### src/rtl/core/did_pkg.sv
package did_pkg;

  // Fixed field widths of the transaction payloads.
  localparam int CELL_W  = 8;
  localparam int SCALE_W = 32;
  localparam int PROD_W  = CELL_W + SCALE_W;
  localparam int DIST_W  = 8;

  // Configuration port.
  localparam int CFG_ADDR_W = 3;
  localparam int CFG_DATA_W = 32;

  // Register indexes, taken from the word address.
  localparam logic REG_NA_CODE = 1'b0;

  localparam logic [DIST_W-1:0] NA_CODE_RST = 8'hFF;

  // One cell's contribution as it leaves the product stage.
  typedef struct packed {
    logic [PROD_W-1:0] lo;
    logic              missing;
    logic              last;
  } prod_t;

endpackage

### src/rtl/core/did_prod.sv
module did_prod import did_pkg::*; (
  input  logic              clk,
  input  logic              rst_n,
  input  logic              in_valid,
  output logic              in_stall,
  input  logic [CELL_W-1:0]  in_cell_a,
  input  logic [CELL_W-1:0]  in_cell_b,
  input  logic [SCALE_W-1:0] in_scale_a,
  input  logic [SCALE_W-1:0] in_scale_b,
  input  logic              in_missing_a,
  input  logic              in_missing_b,
  input  logic              in_last_cell,
  input  logic              down_rdy,
  output logic              prod_vld,
  output prod_t             prod
);

  logic               in_vld_r;
  logic [CELL_W-1:0]  cell_a_r;
  logic [CELL_W-1:0]  cell_b_r;
  logic [SCALE_W-1:0] scale_a_r;
  logic [SCALE_W-1:0] scale_b_r;
  logic               missing_r;
  logic               last_r;
  logic               prod_vld_r;
  prod_t              prod_r;
  prod_t              prod_nxt;
  logic               prod_rdy;
  logic               in_rdy;
  logic [PROD_W-1:0]  pa;
  logic [PROD_W-1:0]  pb;

  // Each stage moves on when it is empty or its content moves on too.
  assign prod_rdy = !prod_vld_r || down_rdy;
  assign in_rdy   = !in_vld_r || prod_rdy;
  assign in_stall = !in_rdy;

  // Input register.
  always_ff @(posedge clk) begin
    if (!rst_n) begin
      in_vld_r <= 1'b0;
    end else if (in_rdy) begin
      in_vld_r <= in_valid;
    end
  end

  always_ff @(posedge clk) begin
    if (in_rdy && in_valid) begin
      cell_a_r  <= in_cell_a;
      cell_b_r  <= in_cell_b;
      scale_a_r <= in_scale_a;
      scale_b_r <= in_scale_b;
      missing_r <= in_missing_a | in_missing_b;
      last_r    <= in_last_cell;
    end
  end

  // Both scaled cells, then the smaller of the two.
  always_comb begin
    pa = PROD_W'(cell_a_r) * PROD_W'(scale_a_r);
    pb = PROD_W'(cell_b_r) * PROD_W'(scale_b_r);
    prod_nxt.lo      = (pa < pb) ? pa : pb;
    prod_nxt.missing = missing_r;
    prod_nxt.last    = last_r;
  end

  // Product register.
  always_ff @(posedge clk) begin
    if (!rst_n) begin
      prod_vld_r <= 1'b0;
    end else if (prod_rdy) begin
      prod_vld_r <= in_vld_r;
    end
  end

  always_ff @(posedge clk) begin
    if (prod_rdy && in_vld_r) begin
      prod_r <= prod_nxt;
    end
  end

  assign prod_vld = prod_vld_r;
  assign prod     = prod_r;

endmodule

### src/rtl/core/did_acc.sv
module did_acc import did_pkg::*; #(
  parameter int SCALE_FRAC_BITS = 32
) (
  input  logic                       clk,
  input  logic                       rst_n,
  input  logic                       prod_vld,
  input  prod_t                      prod,
  output logic                       acc_rdy,
  input  logic                       down_rdy,
  output logic                       fin_vld,
  output logic [SCALE_FRAC_BITS+7:0] fin_sum,
  output logic                       fin_missing
);

  localparam int ACC_W = SCALE_FRAC_BITS + 8;
  localparam int SUM_W = ((ACC_W > PROD_W) ? ACC_W : PROD_W) + 1;
  localparam logic [SUM_W-1:0] ACC_MAX = SUM_W'({ACC_W{1'b1}});

  logic [ACC_W-1:0] acc_r;
  logic [ACC_W-1:0] acc_nxt;
  logic             seen_r;
  logic             seen_nxt;
  logic             fin_vld_r;
  logic [ACC_W-1:0] fin_sum_r;
  logic             fin_missing_r;
  logic [SUM_W-1:0] sum;
  logic             take;

  assign acc_rdy = !fin_vld_r || down_rdy;
  assign take    = prod_vld && acc_rdy;

  // Saturating add of this cell's overlap.
  always_comb begin
    sum      = SUM_W'(acc_r) + SUM_W'(prod.lo);
    acc_nxt  = (sum > ACC_MAX) ? {ACC_W{1'b1}} : ACC_W'(sum);
    seen_nxt = seen_r | prod.missing;
  end

  // Running state; a last cell hands the pair over and clears it.
  always_ff @(posedge clk) begin
    if (!rst_n) begin
      acc_r  <= '0;
      seen_r <= 1'b0;
    end else if (take) begin
      if (prod.last) begin
        acc_r  <= '0;
        seen_r <= 1'b0;
      end else begin
        acc_r  <= acc_nxt;
        seen_r <= seen_nxt;
      end
    end
  end

  // Finished pair waiting for the result stage.
  always_ff @(posedge clk) begin
    if (!rst_n) begin
      fin_vld_r <= 1'b0;
    end else if (acc_rdy) begin
      fin_vld_r <= prod_vld && prod.last;
    end
  end

  always_ff @(posedge clk) begin
    if (take && prod.last) begin
      fin_sum_r     <= acc_nxt;
      fin_missing_r <= seen_nxt;
    end
  end

  assign fin_vld     = fin_vld_r;
  assign fin_sum     = fin_sum_r;
  assign fin_missing = fin_missing_r;

endmodule

### src/rtl/core/did_res.sv
module did_res import did_pkg::*; #(
  parameter int SCALE_FRAC_BITS = 32
) (
  input  logic                       clk,
  input  logic                       rst_n,
  input  logic                       fin_vld,
  input  logic [SCALE_FRAC_BITS+7:0] fin_sum,
  input  logic                       fin_missing,
  input  logic [DIST_W-1:0]          na_code,
  output logic                       res_rdy,
  output logic                       out_valid,
  input  logic                       out_stall,
  output logic [DIST_W-1:0]          out_distance,
  output logic                       out_is_na
);

  localparam int ACC_W  = SCALE_FRAC_BITS + 8;
  localparam int DIFF_W = SCALE_FRAC_BITS + 1;
  localparam int MUL_W  = DIFF_W + 8;
  localparam logic [ACC_W-1:0] ACC_ONE = ACC_W'(1) << SCALE_FRAC_BITS;

  logic [ACC_W-1:0]  clamped;
  logic [DIFF_W-1:0] diff;
  logic [MUL_W-1:0]  diff255;
  logic [DIST_W-1:0] dist_nxt;
  logic              out_valid_r;
  logic [DIST_W-1:0] dist_r;
  logic              is_na_r;

  assign res_rdy = !out_valid_r || !out_stall;

  // Clamp to one, then floor((1 - sum) * 255) with 255x as a shift and subtract.
  always_comb begin
    clamped  = (fin_sum > ACC_ONE) ? ACC_ONE : fin_sum;
    diff     = DIFF_W'(ACC_ONE) - DIFF_W'(clamped);
    diff255  = {diff, 8'b0} - MUL_W'(diff);
    dist_nxt = fin_missing ? na_code : diff255[SCALE_FRAC_BITS +: DIST_W];
  end

  // Result register.
  always_ff @(posedge clk) begin
    if (!rst_n) begin
      out_valid_r <= 1'b0;
    end else if (res_rdy) begin
      out_valid_r <= fin_vld;
    end
  end

  always_ff @(posedge clk) begin
    if (res_rdy && fin_vld) begin
      dist_r  <= dist_nxt;
      is_na_r <= fin_missing;
    end
  end

  assign out_valid    = out_valid_r;
  assign out_distance = dist_r;
  assign out_is_na    = is_na_r;

endmodule

### src/rtl/core/density_intersection_distance.sv
// Histogram intersection distance between two quantized densities.
// Input channel: one transaction per grid cell carries both cell bytes, both
// Q0.32 scales, both missing flags and a last_cell marker; in_valid/in_stall.
// Result channel: one transaction per pair, sent for the cell marked last,
// with the distance byte and is_na; out_valid/out_stall.
// Configuration: APB-style port with one register, na_code at address 0.
// Throughput is one cell per cycle while the result side does not stall:
// the products, the minimum and the saturating add of the accumulator are
// one pipeline step each cell. The last cell passes the input register,
// product register, accumulator and result register on its way to out_valid.
// Reset clears all valid bits, the accumulator and the missing flag, and sets
// na_code to 255; no clearing pass is needed, so cells are taken at once.
// A stall on the result side holds the result; cells keep entering until the
// four stage registers are full, and then in_stall rises in the same cycle.
module density_intersection_distance import did_pkg::*; #(
  parameter int SCALE_FRAC_BITS = 32
) (
  input  logic                  clk,
  input  logic                  rst_n,
  input  logic                  in_valid,
  output logic                  in_stall,
  input  logic [CELL_W-1:0]     in_cell_a,
  input  logic [CELL_W-1:0]     in_cell_b,
  input  logic [SCALE_W-1:0]    in_scale_a,
  input  logic [SCALE_W-1:0]    in_scale_b,
  input  logic                  in_missing_a,
  input  logic                  in_missing_b,
  input  logic                  in_last_cell,
  output logic                  out_valid,
  input  logic                  out_stall,
  output logic [DIST_W-1:0]     out_distance,
  output logic                  out_is_na,
  input  logic                  psel,
  input  logic                  penable,
  input  logic                  pwrite,
  input  logic [CFG_ADDR_W-1:0] paddr,
  input  logic [CFG_DATA_W-1:0] pwdata,
  output logic [CFG_DATA_W-1:0] prdata,
  output logic                  pready
);

  logic [DIST_W-1:0]          na_code_r;
  logic                       cfg_wr;
  logic                       reg_idx;
  logic                       prod_vld;
  prod_t                      prod;
  logic                       acc_rdy;
  logic                       fin_vld;
  logic [SCALE_FRAC_BITS+7:0] fin_sum;
  logic                       fin_missing;
  logic                       res_rdy;

  // Configuration register access.
  assign pready  = 1'b1;
  assign reg_idx = paddr[2];
  assign cfg_wr  = psel && penable && pwrite && pready;

  always_ff @(posedge clk) begin
    if (!rst_n) begin
      na_code_r <= NA_CODE_RST;
    end else if (cfg_wr && (reg_idx == REG_NA_CODE)) begin
      na_code_r <= pwdata[DIST_W-1:0];
    end
  end

  assign prdata = (reg_idx == REG_NA_CODE) ? CFG_DATA_W'(na_code_r) : '0;

  // Input and product stages.
  did_prod u_prod (
    .clk          (clk),
    .rst_n        (rst_n),
    .in_valid     (in_valid),
    .in_stall     (in_stall),
    .in_cell_a    (in_cell_a),
    .in_cell_b    (in_cell_b),
    .in_scale_a   (in_scale_a),
    .in_scale_b   (in_scale_b),
    .in_missing_a (in_missing_a),
    .in_missing_b (in_missing_b),
    .in_last_cell (in_last_cell),
    .down_rdy     (acc_rdy),
    .prod_vld     (prod_vld),
    .prod         (prod)
  );

  // Accumulator.
  did_acc #(
    .SCALE_FRAC_BITS (SCALE_FRAC_BITS)
  ) u_acc (
    .clk         (clk),
    .rst_n       (rst_n),
    .prod_vld    (prod_vld),
    .prod        (prod),
    .acc_rdy     (acc_rdy),
    .down_rdy    (res_rdy),
    .fin_vld     (fin_vld),
    .fin_sum     (fin_sum),
    .fin_missing (fin_missing)
  );

  // Distance and result register.
  did_res #(
    .SCALE_FRAC_BITS (SCALE_FRAC_BITS)
  ) u_res (
    .clk          (clk),
    .rst_n        (rst_n),
    .fin_vld      (fin_vld),
    .fin_sum      (fin_sum),
    .fin_missing  (fin_missing),
    .na_code      (na_code_r),
    .res_rdy      (res_rdy),
    .out_valid    (out_valid),
    .out_stall    (out_stall),
    .out_distance (out_distance),
    .out_is_na    (out_is_na)
  );

endmodule

### config.mk
export PLATFORM = sky130hd
export DESIGN_NAME = density_intersection_distance
export DESIGN_NICKNAME = d
export VERILOG_FILES = /design/src/rtl/core/did_pkg.sv /design/src/rtl/core/did_prod.sv /design/src/rtl/core/did_acc.sv /design/src/rtl/core/did_res.sv /design/src/rtl/core/density_intersection_distance.sv
export SDC_FILE = /design/constraint.sdc
export NUM_CORES = 2
export LEC_CHECK = 0
export BUFFER_PORTS_ARGS = -buffer_cell sky130_fd_sc_hd__clkbuf_2
export CORE_MARGIN = 4
export CORE_UTILIZATION = 45
export CTS_BUF_LIST = sky130_fd_sc_hd__clkbuf_2 sky130_fd_sc_hd__clkbuf_4 sky130_fd_sc_hd__clkbuf_8
export DETAILED_ROUTE_END_ITERATION = 6
export GPL_ROUTABILITY_DRIVEN = 1
export GPL_TIMING_DRIVEN = 0
export PLACE_DENSITY_LB_ADDON = 0.15
export SLEW_MARGIN = 10
export SYNTH_ARGS = -nofsm -noshare
export SYNTH_HDL_FRONTEND = slang
export SYNTH_HIERARCHICAL = 1
export SYNTH_SLANG_ARGS = --single-unit
### constraint.sdc
create_clock -name clk -period 8.9 [get_ports clk]
set_input_delay 1.78 -clock clk [delete_from_list [all_inputs] [get_ports clk]]
set_output_delay 1.78 -clock clk [all_outputs]
set_load 0.01 [all_outputs]
==> impl_metrics.toml <==
[critical_path]
timing.rr.end = "u_prod/prod[39]"
cp_data_arrival_time_ps = 8840
critPathTopFamily = "compound AO/OA/AOI/OAI gates"
critPathSlowestCell = "clkbuf_1"
crit_cells = 27
worstPathMaxFanout = 10
worstPathRequired_ps = 9310
critPathLaunchType = "flop"
critical_path.max_stage_delay_ps = 610
cp_common_cell = "fa_1"
timing_worst_setup_path_type = "flop to flop"
worst-path-buf-inv = 5
r2r.worst_path.cells = 27
crit_path_end = "u_prod/prod[39]"
r2r-start = "u_prod/cell_a_r[6]"
end_kind = "flop"
crit_start = "u_prod/cell_a_r[6]"
rrSetupSlack_ps = 460

[timing]
finalMaxSlewViolations = 0
setup_viol = 0
fin_crit_sh_pct = 94.8
final.min_clock_period_ps = 8440
worst_pin_slew_ps = 1200
fmax_ghz = 0.118
fin_tns_setup_ps = 0
hold_viol_final = 0
fin_skew_ps = 25.9
rsz0062_at_grt = "no"
slew_headroom_pct = 19.4

[global_routing]
grt_pass1_wl_um = 132000
grt_max_degree = 42
grt_overflow_total = 0
antenna_found_initial = 3
first_global_vias = 24800
grt.total_usage_pct = 23.2

[detailed_routing]
vias = 23400
drt_first_pass_iters = 6
drc = 0
vias_per_cell = 5.47
wl_um = 80600
avgRoutedWirePerCell_um = 18.8
postRouteAntennaNets = 0
drtIter0Drc = 1491

[logic_synthesis]
synth_compound_area_share_pct = 14.0
ys_seq_area_share_pct = 21.1
synth-xor-area-share_pct = 3.74
synth_area_um2 = 29800
avgSynthCellArea_um2 = 9.34
yosys-top-cells-area = "fa_1 (24%), edfxtp_1 (18%), ha_1 (9.4%)"
synth_cell_types = 104
synthSimpleGateAreaFrac_pct = 19.0
synth_top_area_share_pct = 24.3
synth_adder_area_share_pct = 33.7
synthArstFlopShare_pct = 0
synth_top_area_cell = "fa_1"
synth-edff-count = 174
syn_inst = 3185
synth-seq-cells = 227
ys_warn_count = 6
ys.flop_type = "edfxtp_1"
synth_top_family_by_area = "adder cells"
synth_mux_area_share_pct = 0.715

[finish]
multiInputGateArea_um2 = 21300
final-seq-area_um2 = 6290
final_nets = 4084
layout_commonest_cell = "inv_1"
syn2layout_area_growth_pct = 9.60
final_cell_mix = "inv_1 (426), and2_1 (413), fa_1 (361)"
n_fill_cell = 6200
drive_gt1_share_pct = 9.30

[cts]
clk_pin_slew_worst_paths_ps = 60
root_buffer = "clkbuf_8"
cts_tree = "built"
cts_max_level = 2
hold_buffers = 0
cts_inserted_buffers = 44
insertion_delay_ps = 630
cts_setup_buffers = 0
cts.sinks = 227
clock_path_buffers = 3

[floorplan]
die_h_um = 265
initial_core_util_pct = 45.3
ios = 169
die_area_um2 = 70300
fp.dieW_um = 265
core_um2 = 65600
placementRows = 94

[status]
outcome = "completed"

[hold_path]
hp-class = "flop to flop"
min_from = "u_prod/missing_r"

[job]
max_cap_viol_count = 0

[placed_design]
numPortBuffers = 117
gp_congestion = 0.941
dp_hpwl_um = 66100
==> layer usage <==
layer	part of all wire [%]	wire length [um]	track usage (%)
met3	5.0	4050	3.43
met1	43	34700	30.6
met4	2.5	2030	6.21
met2	49	39800	40.1
met5	0.016	13	0
==> repair_timing <==
action | in CTS | in global routing
resized for setup | 1 | 10
hold endpoints to repair | 0 | 0
endpoints found under the setup margin | 17 | 42
==> worst register-to-register path: stages (launching register included) <==
cell,delay [ps]
edfxtp_1,410
clkbuf_1,610
and2_1,260
fa_1,450
fa_1,520
fa_1,540
inv_1,50
fa_1,520
inv_1,40
ha_1,270
clkbuf_1,190
a21oi_2,290
o211ai_1,160
a221oi_2,520
o21ai_1,240
a211oi_2,340
o21ai_1,170
mux2i_1,150
or2_2,310
ha_1,310
a21o_1,160
a21o_1,170
a21oi_1,160
o21ai_0,140
a21oi_2,410
buf_2,440
o21ai_0,180
o21ai_1,200
==> synthesized netlist by cell type (6+ instances only) <==
master,n
inv_1,427
and2_1,413
fa_1,361
nand2_1,279
ha_1,224
edfxtp_1,174
a21oi_1,150
nor2_1,103
o21ai_0,102
clkbuf_1,99
xnor2_1,74
a21o_1,73
dfxtp_1,53
xor2_1,46
a22o_1,41
nand3_1,40
nor3_1,36
nor2b_1,34
nand4_1,28
buf_4,27
o21a_1,22
a211oi_1,21
a31oi_1,20
mux2i_1,19
o21ai_1,19
o21bai_1,18
nor4_1,17
and3_1,15
nand2b_1,15
o211ai_1,15
o31ai_1,15
or3_1,11
or2_2,10
nand2_2,9
and2b_2,8
o2111ai_1,8
or4_1,8
a311oi_1,7
a41oi_1,7
buf_2,7
a21boi_0,6
==> through the flow <==
| stage | cell area (um^2) | worst slack (ps) | cells | hold WS [ps] | utilization, % |
|---|---|---|---|---|---|
| finish | 32600 | 461 | 4277 | 437 | 49.7 |
| global route | 32600 | 1.99 | 4275 | 439 | 49.7 |
| CTS | 32600 | 147 | 4274 | 441 | 49.7 |
| detailed placement | 31600 | -93.3 | 4192 | 427 | 48.1 |
| global placement | 31500 | 75.5 | 4189 | 437 | 48.0 |
| floorplan | 29800 | 1850 | 3208 | 400 | - |
==> layout make-up <==
cell class,count,share of cell area (%)
multi-input combinational,2412,65.3
sequential,227,19.3
inverter,427,4.92
tap,864,3.32
buffer,142,2.14
clock buffer,52,2.06
timing repair buffer,120,1.98
clock inverter,30,1.01
antenna,3,0.0230
==> worst min-delay path by stage <==
stage                            endpoint  cells after the start
final                      u_prod/prod[1]                      0
after global placement    u_res/out_is_na                      0
after floorplan            u_prod/prod[0]                      0
after global routing       u_prod/prod[1]                      0
after detailed placement   u_prod/prod[1]                      0
after CTS                  u_prod/prod[1]                      0
==> cells by family (layout without fill, tap and decap cells) <==
| family | after synthesis | after routing |
|---|---|---|
| simple gates | 1052 | 1052 |
| compound gates | 606 | 606 |
| fa+ha+maj | 585 | 585 |
| buf+inv | 569 | 771 |
| flops | 227 | 227 |
| xor+xnor | 123 | 123 |
| mux | 21 | 21 |
| other cells | 2 | 28 |
==> flip-flops by register name, indices dropped and copies added, names as in the netlist, 32 cells and up <==
register          count
u_acc/acc_r          40
u_acc/fin_sum        40
u_prod/prod          42
u_prod/scale_a_r     32
u_prod/scale_b_r     32
Power is not shown: default switching activity piles up to over one toggle a cycle in this logic, so the estimate is an artifact.
